$ cat config.mk
export PLATFORM = sky130hd
export DESIGN_NAME = base32_encoder
export DESIGN_NICKNAME = d
export VERILOG_FILES = /design/src/rtl/b32e_pkg.sv /design/src/rtl/base32_encoder.sv /design/src/rtl/b32e_fifo.sv /design/src/rtl/b32e_front.sv /design/src/rtl/b32e_back.sv
export SDC_FILE = /design/constraint.sdc
export NUM_CORES = 1
export LEC_CHECK = 0
export BUFFER_PORTS_ARGS = -buffer_cell sky130_fd_sc_hd__buf_2
export CAP_MARGIN = 10
export CORE_UTILIZATION = 56
export CTS_CLUSTER_SIZE = 10
export DETAILED_ROUTE_END_ITERATION = 16
export GPL_TIMING_DRIVEN = 0
export PLACE_DENSITY = 0.77
export SLEW_MARGIN = 20
export SYNTH_ARGS = -nofsm -noshare
export SYNTH_HDL_FRONTEND = slang
export SYNTH_SLANG_ARGS = --single-unit
$ cat constraint.sdc
create_clock -name clk -period 4.6 [get_ports clk]
set_clock_uncertainty 0.15 [all_clocks]
set_input_delay 0.46 -clock clk [delete_from_list [all_inputs] [get_ports clk]]
set_output_delay 0.46 -clock clk [all_outputs]
set_load 0.005 [all_outputs]
$ cat src/rtl/b32e_pkg.sv
`timescale 1ns / 1ps
// ----------------------------------------------------------------------------
// b32e_pkg
// Shared types and constants of the base32 encoder: register indexes, the
// job record that travels from the front end to the character emitter.
// ----------------------------------------------------------------------------
package b32e_pkg;

    localparam int VAL_W      = 5;   // bits per encoded value
    localparam int GROUP_LEN  = 8;   // characters per output group
    localparam int CHAR_W     = 8;
    localparam int CFG_IDX_W  = 3;
    localparam int CFG_DATA_W = 64;
    localparam int JOB_DEPTH  = 2;   // job queue entries, power of two, >= 2

    localparam logic [CFG_IDX_W-1:0] REG_ALPHA_0 = 3'd0;
    localparam logic [CFG_IDX_W-1:0] REG_ALPHA_1 = 3'd1;
    localparam logic [CFG_IDX_W-1:0] REG_ALPHA_2 = 3'd2;
    localparam logic [CFG_IDX_W-1:0] REG_ALPHA_3 = 3'd3;
    localparam logic [CFG_IDX_W-1:0] REG_PAD     = 3'd4;

    localparam logic [CHAR_W-1:0] PAD_RESET = 8'd61;   // '='

    // One input byte after classification: up to three values, then pads.
    typedef struct packed {
        logic             last;      // message ends with this job
        logic [2:0]       last_idx;  // index of the final character in the job
        logic [1:0]       nv;        // values to map (1..3), rest are pads
        logic [VAL_W-1:0] v2;
        logic [VAL_W-1:0] v1;
        logic [VAL_W-1:0] v0;
    } job_t;

    typedef struct packed {
        logic [2:0] leftover_count;
        logic [2:0] group_position;
    } front_stat_t;

endpackage

$ cat src/rtl/base32_encoder.sv
`timescale 1ns / 1ps
// ----------------------------------------------------------------------------
// base32_encoder
// Base32 encoder with a programmable 32-character alphabet and pad character.
// ----------------------------------------------------------------------------
//  channel   | ports                                 | beat
//  ----------+---------------------------------------+---------------------------
//  input     | push, full, data_byte, last_byte      | push && !full
//  result    | pop, empty, out_char, last_char       | pop && !empty
//  config    | cfg_we, cfg_index, cfg_data           | cfg_we
//
// The emitter produces one character per cycle while the output is not stalled:
// a byte yields one or two characters, a final byte up to eight (flush + pads).
// Sustained input rate is set by the emitter.
// A queue of JOB_DEPTH classified bytes lets the front end run ahead.
// Reset is asynchronous, all control state clears at once; no clearing pass.
// full rises only when the job queue is full; a stalled pop holds the result.
// ----------------------------------------------------------------------------
module base32_encoder #(
    parameter int JOB_DEPTH = b32e_pkg::JOB_DEPTH
) (
    input  logic                              clk,
    input  logic                              rst_n,
    input  logic                              push,
    output logic                              full,
    input  logic [7:0]                        data_byte,
    input  logic                              last_byte,
    output logic                              empty,
    input  logic                              pop,
    output logic [7:0]                        out_char,
    output logic                              last_char,
    input  logic                              cfg_we,
    input  logic [b32e_pkg::CFG_IDX_W-1:0]    cfg_index,
    input  logic [b32e_pkg::CFG_DATA_W-1:0]   cfg_data
);

    logic [63:0] alpha0_reg, alpha1_reg, alpha2_reg, alpha3_reg;
    logic [7:0]  pad_reg;

    b32e_pkg::job_t        front_job;
    b32e_pkg::job_t        head_job;
    b32e_pkg::front_stat_t front_stat;
    logic [$bits(b32e_pkg::job_t)-1:0] head_bits;
    logic        accept;
    logic        q_empty;
    logic        job_done;
    logic [2:0]  char_idx;
    logic        out_valid;

    assign accept = push && !full;

    always_ff @(posedge clk or negedge rst_n)
    begin
        if (!rst_n)
        begin
            alpha0_reg <= '0;
            alpha1_reg <= '0;
            alpha2_reg <= '0;
            alpha3_reg <= '0;
            pad_reg    <= b32e_pkg::PAD_RESET;
        end
        else if (cfg_we)
        begin
            unique case (cfg_index)
                b32e_pkg::REG_ALPHA_0: alpha0_reg <= cfg_data;
                b32e_pkg::REG_ALPHA_1: alpha1_reg <= cfg_data;
                b32e_pkg::REG_ALPHA_2: alpha2_reg <= cfg_data;
                b32e_pkg::REG_ALPHA_3: alpha3_reg <= cfg_data;
                b32e_pkg::REG_PAD:     pad_reg    <= cfg_data[7:0];
                default: ;
            endcase
        end
    end

    b32e_front u_front (
        .clk       (clk),
        .rst_n     (rst_n),
        .accept    (accept),
        .data_byte (data_byte),
        .last_byte (last_byte),
        .job       (front_job),
        .stat      (front_stat)
    );

    b32e_fifo #(
        .WIDTH ($bits(b32e_pkg::job_t)),
        .DEPTH (JOB_DEPTH)
    ) u_queue (
        .clk       (clk),
        .rst_n     (rst_n),
        .push      (accept),
        .push_data (front_job),
        .full      (full),
        .pop       (job_done),
        .pop_data  (head_bits),
        .empty     (q_empty)
    );

    assign head_job = b32e_pkg::job_t'(head_bits);

    b32e_back u_back (
        .clk       (clk),
        .rst_n     (rst_n),
        .alphabet  ({alpha3_reg, alpha2_reg, alpha1_reg, alpha0_reg}),
        .pad       (pad_reg),
        .job       (head_job),
        .job_valid (!q_empty),
        .job_done  (job_done),
        .char_idx  (char_idx),
        .out_char  (out_char),
        .last_char (last_char),
        .out_valid (out_valid),
        .out_take  (pop)
    );

    assign empty = !out_valid;

    // end of message returns the regrouping state to zero
    assert property (@(posedge clk) disable iff (!rst_n)
        accept && last_byte |=> (front_stat.leftover_count == 3'd0) &&
                                (front_stat.group_position == 3'd0))
        else $error("front state not cleared after final byte");

    assert property (@(posedge clk) disable iff (!rst_n)
        front_stat.leftover_count <= 3'd4)
        else $error("leftover count out of range");

    assert property (@(posedge clk) disable iff (!rst_n)
        !q_empty |-> (char_idx <= head_job.last_idx))
        else $error("emitter ran past the end of its job");

    assert property (@(posedge clk) disable iff (!rst_n)
        q_empty |-> (char_idx == 3'd0))
        else $error("emitter index not parked while idle");

endmodule

$ cat src/rtl/b32e_fifo.sv
`timescale 1ns / 1ps
// ----------------------------------------------------------------------------
// b32e_fifo
// Small register queue between the front end and the character emitter.
// ----------------------------------------------------------------------------
module b32e_fifo #(
    parameter int WIDTH = 8,
    parameter int DEPTH = 2
) (
    input  logic             clk,
    input  logic             rst_n,
    input  logic             push,
    input  logic [WIDTH-1:0] push_data,
    output logic             full,
    input  logic             pop,
    output logic [WIDTH-1:0] pop_data,
    output logic             empty
);

    localparam int AW = $clog2(DEPTH);

    logic [WIDTH-1:0] mem_reg [DEPTH];
    logic [AW:0]      wr_ptr_reg, wr_ptr_next;
    logic [AW:0]      rd_ptr_reg, rd_ptr_next;
    logic             do_push, do_pop;

    assign full  = (wr_ptr_reg[AW] != rd_ptr_reg[AW]) &&
                   (wr_ptr_reg[AW-1:0] == rd_ptr_reg[AW-1:0]);
    assign empty = (wr_ptr_reg == rd_ptr_reg);
    assign do_push = push && !full;
    assign do_pop  = pop && !empty;
    assign pop_data = mem_reg[rd_ptr_reg[AW-1:0]];

    assign wr_ptr_next = wr_ptr_reg + (AW+1)'(1);
    assign rd_ptr_next = rd_ptr_reg + (AW+1)'(1);

    always_ff @(posedge clk or negedge rst_n)
    begin
        if (!rst_n)
        begin
            wr_ptr_reg <= '0;
            rd_ptr_reg <= '0;
        end
        else
        begin
            if (do_push)
            begin
                wr_ptr_reg <= wr_ptr_next;
            end
            if (do_pop)
            begin
                rd_ptr_reg <= rd_ptr_next;
            end
        end
    end

    always_ff @(posedge clk)
    begin
        if (do_push)
        begin
            mem_reg[wr_ptr_reg[AW-1:0]] <= push_data;
        end
    end

endmodule

$ cat src/rtl/b32e_front.sv
`timescale 1ns / 1ps
// ----------------------------------------------------------------------------
// b32e_front
// Regroups each input byte with the leftover bits into 5-bit values and
// works out the flush value and pad count at the end of a message.
// ----------------------------------------------------------------------------
module b32e_front (
    input  logic                 clk,
    input  logic                 rst_n,
    input  logic                 accept,
    input  logic [7:0]           data_byte,
    input  logic                 last_byte,
    output b32e_pkg::job_t       job,
    output b32e_pkg::front_stat_t stat
);

    logic [3:0]  leftover_bits_reg, leftover_bits_next;
    logic [2:0]  leftover_count_reg, leftover_count_next;
    logic [2:0]  group_position_reg, group_position_next;

    logic [11:0] acc;
    logic [3:0]  bits;
    logic        two;
    logic [11:0] sh0, sh1, rem_all;
    logic [3:0]  rem;
    logic [3:0]  rem_bits;
    logic [4:0]  flush_val;
    logic        has_flush;
    logic [1:0]  nv;
    logic [2:0]  gpos;
    logic [2:0]  pads;
    logic [3:0]  total;

    always_comb
    begin
        acc  = {leftover_bits_reg, data_byte};
        bits = {1'b0, leftover_count_reg} + 4'd8;
        two  = (bits >= 4'd10);
        sh0  = acc >> (bits - 4'd5);
        sh1  = acc >> (bits - 4'd10);
        rem  = two ? (bits - 4'd10) : (bits - 4'd5);
        rem_all  = acc & ((12'd1 << rem) - 12'd1);
        rem_bits = rem_all[3:0];
        // zero-fill the tail up to a full value
        flush_val = {1'b0, rem_bits} << (4'd5 - rem);
        has_flush = last_byte && (rem != 4'd0);
        nv   = (two ? 2'd2 : 2'd1) + {1'b0, has_flush};
        gpos = group_position_reg + {1'b0, nv};
        pads = last_byte ? (3'd0 - gpos) : 3'd0;
        total = {2'b00, nv} + {1'b0, pads};
        if (total > 4'd8)
        begin
            total = 4'd8;
        end

        job.last     = last_byte;
        job.last_idx = 3'(total - 4'd1);
        job.nv       = nv;
        job.v0       = sh0[4:0];
        job.v1       = two ? sh1[4:0] : flush_val;
        job.v2       = flush_val;

        if (last_byte)
        begin
            leftover_bits_next  = '0;
            leftover_count_next = '0;
            group_position_next = '0;
        end
        else
        begin
            leftover_bits_next  = rem_bits;
            leftover_count_next = rem[2:0];
            group_position_next = gpos;
        end
    end

    always_ff @(posedge clk or negedge rst_n)
    begin
        if (!rst_n)
        begin
            leftover_bits_reg  <= '0;
            leftover_count_reg <= '0;
            group_position_reg <= '0;
        end
        else if (accept)
        begin
            leftover_bits_reg  <= leftover_bits_next;
            leftover_count_reg <= leftover_count_next;
            group_position_reg <= group_position_next;
        end
    end

    assign stat.leftover_count = leftover_count_reg;
    assign stat.group_position = group_position_reg;

endmodule

$ cat src/rtl/b32e_back.sv
`timescale 1ns / 1ps
// ----------------------------------------------------------------------------
// b32e_back
// Steps through the head job one character per cycle while not stalled, mapping
// values through the alphabet and appending pads, into the output register.
// ----------------------------------------------------------------------------
module b32e_back (
    input  logic           clk,
    input  logic           rst_n,
    input  logic [255:0]   alphabet,
    input  logic [7:0]     pad,
    input  b32e_pkg::job_t job,
    input  logic           job_valid,
    output logic           job_done,
    output logic [2:0]     char_idx,
    output logic [7:0]     out_char,
    output logic           last_char,
    output logic           out_valid,
    input  logic           out_take
);

    logic [2:0] idx_reg;
    logic [7:0] char_reg, char_next;
    logic       last_reg;
    logic       valid_reg;
    logic       advance;
    logic [4:0] val;
    logic       is_val;
    logic       at_end;

    assign advance  = job_valid && (!valid_reg || out_take);
    assign at_end   = (idx_reg == job.last_idx);
    assign job_done = advance && at_end;

    always_comb
    begin
        is_val = ({1'b0, idx_reg} < {2'b00, job.nv});
        case (idx_reg[1:0])
            2'd0:    val = job.v0;
            2'd1:    val = job.v1;
            default: val = job.v2;
        endcase
        char_next = is_val ? alphabet[{val, 3'b000} +: 8] : pad;
    end

    always_ff @(posedge clk or negedge rst_n)
    begin
        if (!rst_n)
        begin
            idx_reg   <= '0;
            valid_reg <= 1'b0;
        end
        else if (advance)
        begin
            valid_reg <= 1'b1;
            idx_reg   <= at_end ? 3'd0 : idx_reg + 3'd1;
        end
        else if (out_take)
        begin
            valid_reg <= 1'b0;
        end
    end

    always_ff @(posedge clk)
    begin
        if (advance)
        begin
            char_reg <= char_next;
            last_reg <= job.last && at_end;
        end
    end

    assign char_idx  = idx_reg;
    assign out_char  = char_reg;
    assign last_char = last_reg;
    assign out_valid = valid_reg;

endmodule
==> Flow_metrics.wiki <==
{| class="wikitable"
! Metric !! Value
|-
| Critical path fanouts, max || 4
|-
| Initial antenna violation count || 3
|-
| Met1 track demand over resource in global routing || 0.461
|-
| Worst-Margin Slew || 1.13 ns
|-
| Leakage component of the power || 8.06 nW
|-
| Final Hold Violating Endpoints || 0
|-
| Average cell area after synthesis || 12.3 um^2
|-
| Leading cell type in the layout, fill and taps excluded || mux2_2
|-
| Crit path kind || reg2reg
|-
| Filler Cell Count || 2200
|-
| H-Tree Depth || 2
|-
| Post-placement cell count || 1812
|-
| Leading post-synthesis cells by cell area || dfrtp_1 42%, mux2_2 19%, edfxtp_1 9.4%
|-
| Area of the multi-input gates || 0.00732 mm^2
|-
| Post-detailed-routing wire length || 49.8 mm
|-
| Critical-path cell list || buf_6 -> inv_2 -> clkbuf_8 -> ha_4 -> xnor2_4 -> nor3_2 -> a22o_1 -> and2_4 -> nand2b_1 -> ha_1 -> inv_2 -> ha_1 -> fa_1 -> inv_1 -> ha_1 -> nand2_2 -> buf_6 -> fa_1 -> nand2b_1 -> ha_2 -> inv_1
|-
| Capturing element type of the critical path || register
|-
| Placement Cell Area || 0.0174 mm^2
|-
| Critical path startpoint category || register
|-
| Synthesized-area fraction occupied by ao, oa, aoi and oai cells || 0.111
|-
| FFs w/ async S/R, synth || 0.847
|-
| Post-synth top area cell || dfrtp_1
|-
| Standard cell core area || 0.0287 mm^2
|-
| Part of the Yosys area used for sequential elements || 0.525
|-
| Area of all placed cells without fillers || 0.0188 mm^2
|-
| PortBufs || 91
|-
| Number of core rows || 62
|-
| Ratio of cells with drive above 1 in the final layout || 0.336
|-
| Main combinational cell family by area after synthesis || multiplexers
|-
| Max_cap viols || 0
|-
| Layout net count || 1576
|-
| Slew Viols, Final || 0
|-
| Ratio of final minimum period to clock period || 0.970
|-
| Post-synth top area share || 0.424
|-
| First-pass iteration count of the detailed router || 5
|-
| Top FF cell, synth || dfrtp_1
|-
| Number of buffers created by CTS || 40
|-
| Worst min-delay path class || in2reg
|-
| Met3 Track Usage GR || 0.0635
|-
| Post-synthesis instance total || 1333
|-
| Top-level port count || 92
|-
| Routed via count divided by cell count || 6.35
|-
| Met2 GRT Util || 0.541
|-
| Cell type of the slowest stage on the worst timing path || fa_1
|-
| DR WL/cell || 26.4 um
|-
| Count of unique library cells instantiated by Yosys || 63
|-
| Crit-path max cell delay || 0.48 ns
|-
| Number of warnings reported in the yosys synthesis log || 0
|-
| Required @ worst endpoint || 4.72 ns
|-
| DIE HEIGHT || 173 um
|-
| Register cell area after layout || 0.00860 mm^2
|-
| Routed vias || 12000
|-
| Rel. slew slack || 0.242
|-
| Buffer and inverter count on the worst path || 7
|-
| Clk sink count || 333
|-
| Share of synthesized cell area in full adder, half adder and majority cells || 0.0147
|-
| Arrival time at the worst endpoint || 4.58 ns
|-
| Yosys reg bits || 333
|-
| Total nets after synthesis || 1432
|-
| First-pass GRT wire length || 76.2 mm
|-
| Starting density of the core || 0.570
|-
| Share of the synthesized netlist area taken by xor and xnor gates || 0.00910
|-
| Global-route congestion overflow total || 0
|-
| Fmax || 224 MHz
|-
| Finished Layout Cells || 1888
|-
| Number of DRC markers after the initial detailed-route iteration || 1108
|-
| Count of final setup violators || 0
|-
| Status || completed
|-
| Floorplan die area || 0.0299 mm^2
|-
| Cell Area, Synth || 0.0164 mm^2
|-
| Post-synth EDFFs || 51
|-
| PwrDens || 830 mW/mm^2
|-
| Placer's final routability congestion estimate || 1.01
|-
| Worst VDD drop || 0.571 mV
|-
| Setup TNS || 0 ns
|-
| Cell with the most instances on the worst path || ha_1
|-
| Min Clock Period, post-route || 4.46 ns
|-
| Clock input transition at the sequential cells of the worst setup and hold paths || 0.05 ns
|-
| Total track usage || 0.340
|-
| Maximum number of pins on one net before global-route repair || 100
|-
| CTS tree || built
|-
| Clock root cell || clkbuf_16
|-
| Basic-gate share of the synthesized area counting and, or, nand and nor cells || 0.0895
|-
| Worst hold-check slack || 0.0611 ns
|-
| Cell type group with the largest total delay on the critical path || adder cells
|-
| Top library cells by usage in the layout, fill and taps aside || 277 x mux2_2, 276 x dfrtp_1, 126 x nand2_1, 112 x buf_2, 98 x a211oi_1
|-
| Detailed placement HPWL || 36.5 mm
|-
| Via count of the first global-routing pass || 12100
|-
| Drc violations || 0
|-
| Die boundary width || 173 um
|-
| DRT antenna net count || 0
|-
| Area growth syn-to-layout || 14.9%
|-
| Clock Path Buffers || 3
|-
| Highest-utilization routing layer at the global route stage || met2
|-
| Mux contribution to synthesized area || 0.217
|-
| Clock insertion delay at the later pin of the skew report || 0.52 ns
|}
==> synthesized netlist by cell type, types with 4 or more instances <==
cell type and instances:
a2111oi_0 11, a211oi_1 98, a21oi_1 7, a22oi_1 4, a311oi_1 19, a31oi_1 21
and2_1 5, and3_1 93, buf_1 5, buf_2 23, buf_6 7, clkbuf_1 60
dfrtp_1 277, dfstp_2 5, edfxtp_1 51, ha_1 16, inv_1 21, mux2_2 277
mux2i_1 25, mux4_2 7, nand2_1 128, nand2b_1 5, nand3_1 20, nor2_1 27
nor2b_1 6, nor3_1 4, o2111ai_1 7, o21a_1 4, o21ai_0 9, o21bai_1 21
o22ai_1 5, o31ai_1 8, xnor2_1 12, xor2_1 5
==> metrics by stage <==
step                power (W)  worst slack [ns]   util
floorplan             0.00931           0.00533      -
global placement       0.0121             -2.27  0.604
detailed placement     0.0122            -0.595  0.608
CTS                    0.0153           0.00898  0.652
global route           0.0163           -0.0138  0.655
finish                 0.0156             0.140  0.655
==> path summary, 6_finish.rpt <==
check	startpoint	endpoint	slack, ns	cells past startpoint
max in group asynchronous	rst_n	u_front.leftover_count_reg[2]	2.70	4
max	u_front.leftover_count_reg[0]	u_queue.mem_reg[0][18]	0.14	21
min in group asynchronous	rst_n	alpha3_reg[58]	0.29	2
min	cfg_data[63]	alpha1_reg[63]	0.06	2
min reg2reg	u_front.group_position_reg[0]	u_front.group_position_reg[0]	0.34	2
max reg2reg	u_front.leftover_count_reg[0]	u_queue.mem_reg[0][18]	0.14	21
==> layer usage <==
layer	share of wire	vias to the layer above
met4	0.045	2
met3	0.088	128
met1	0.40	6069
met5	0.00024	-
li1	-	5258
met2	0.46	540
==> logic make-up (layout without fill, tap and decap cells) <==
logic type                 count (synthesis)  in the layout
xor gates and xnor gates                  17             17
DFF                                      333            333
muxes                                    311            311
AOI/OAI and AO/OA                        236            236
adders and majority gates                 18             18
and+or+nand+nor                          298            298
buffers and inverters                    120            289
other                                      0              2
==> layout make-up <==
type,instances,share of cell area
flip-flops and latches,333,0.457
repair buffers,106,0.0347
well taps,384,0.0256
clock inverters,1,0.000266
plain buffers,95,0.0263
clock buffers,66,0.0623
multi-input cells,880,0.389
diodes,2,0.000266
inverters,21,0.00446
==> repair_timing <==
action | 4_1_cts | 5_1_grt
endpoints found under the hold margin | 56 | 0
setup buffers | 7 | 3
pin swaps | 3 | 7
endpoints found under the setup margin | 6 | 4
gates resized for setup | 17 | 12
hold buffers | 1 | 0
==> report_power, final <==
group	total [W]	leakage, nW	internal [W]	switching (W)
Combinational	0.00817	3.62	0.00286	0.00531
Clock	0.00291	0.568	0.00172	0.00119
Sequential	0.00452	3.87	0.00404	0.000481
(Power assumes the default switching activity.)
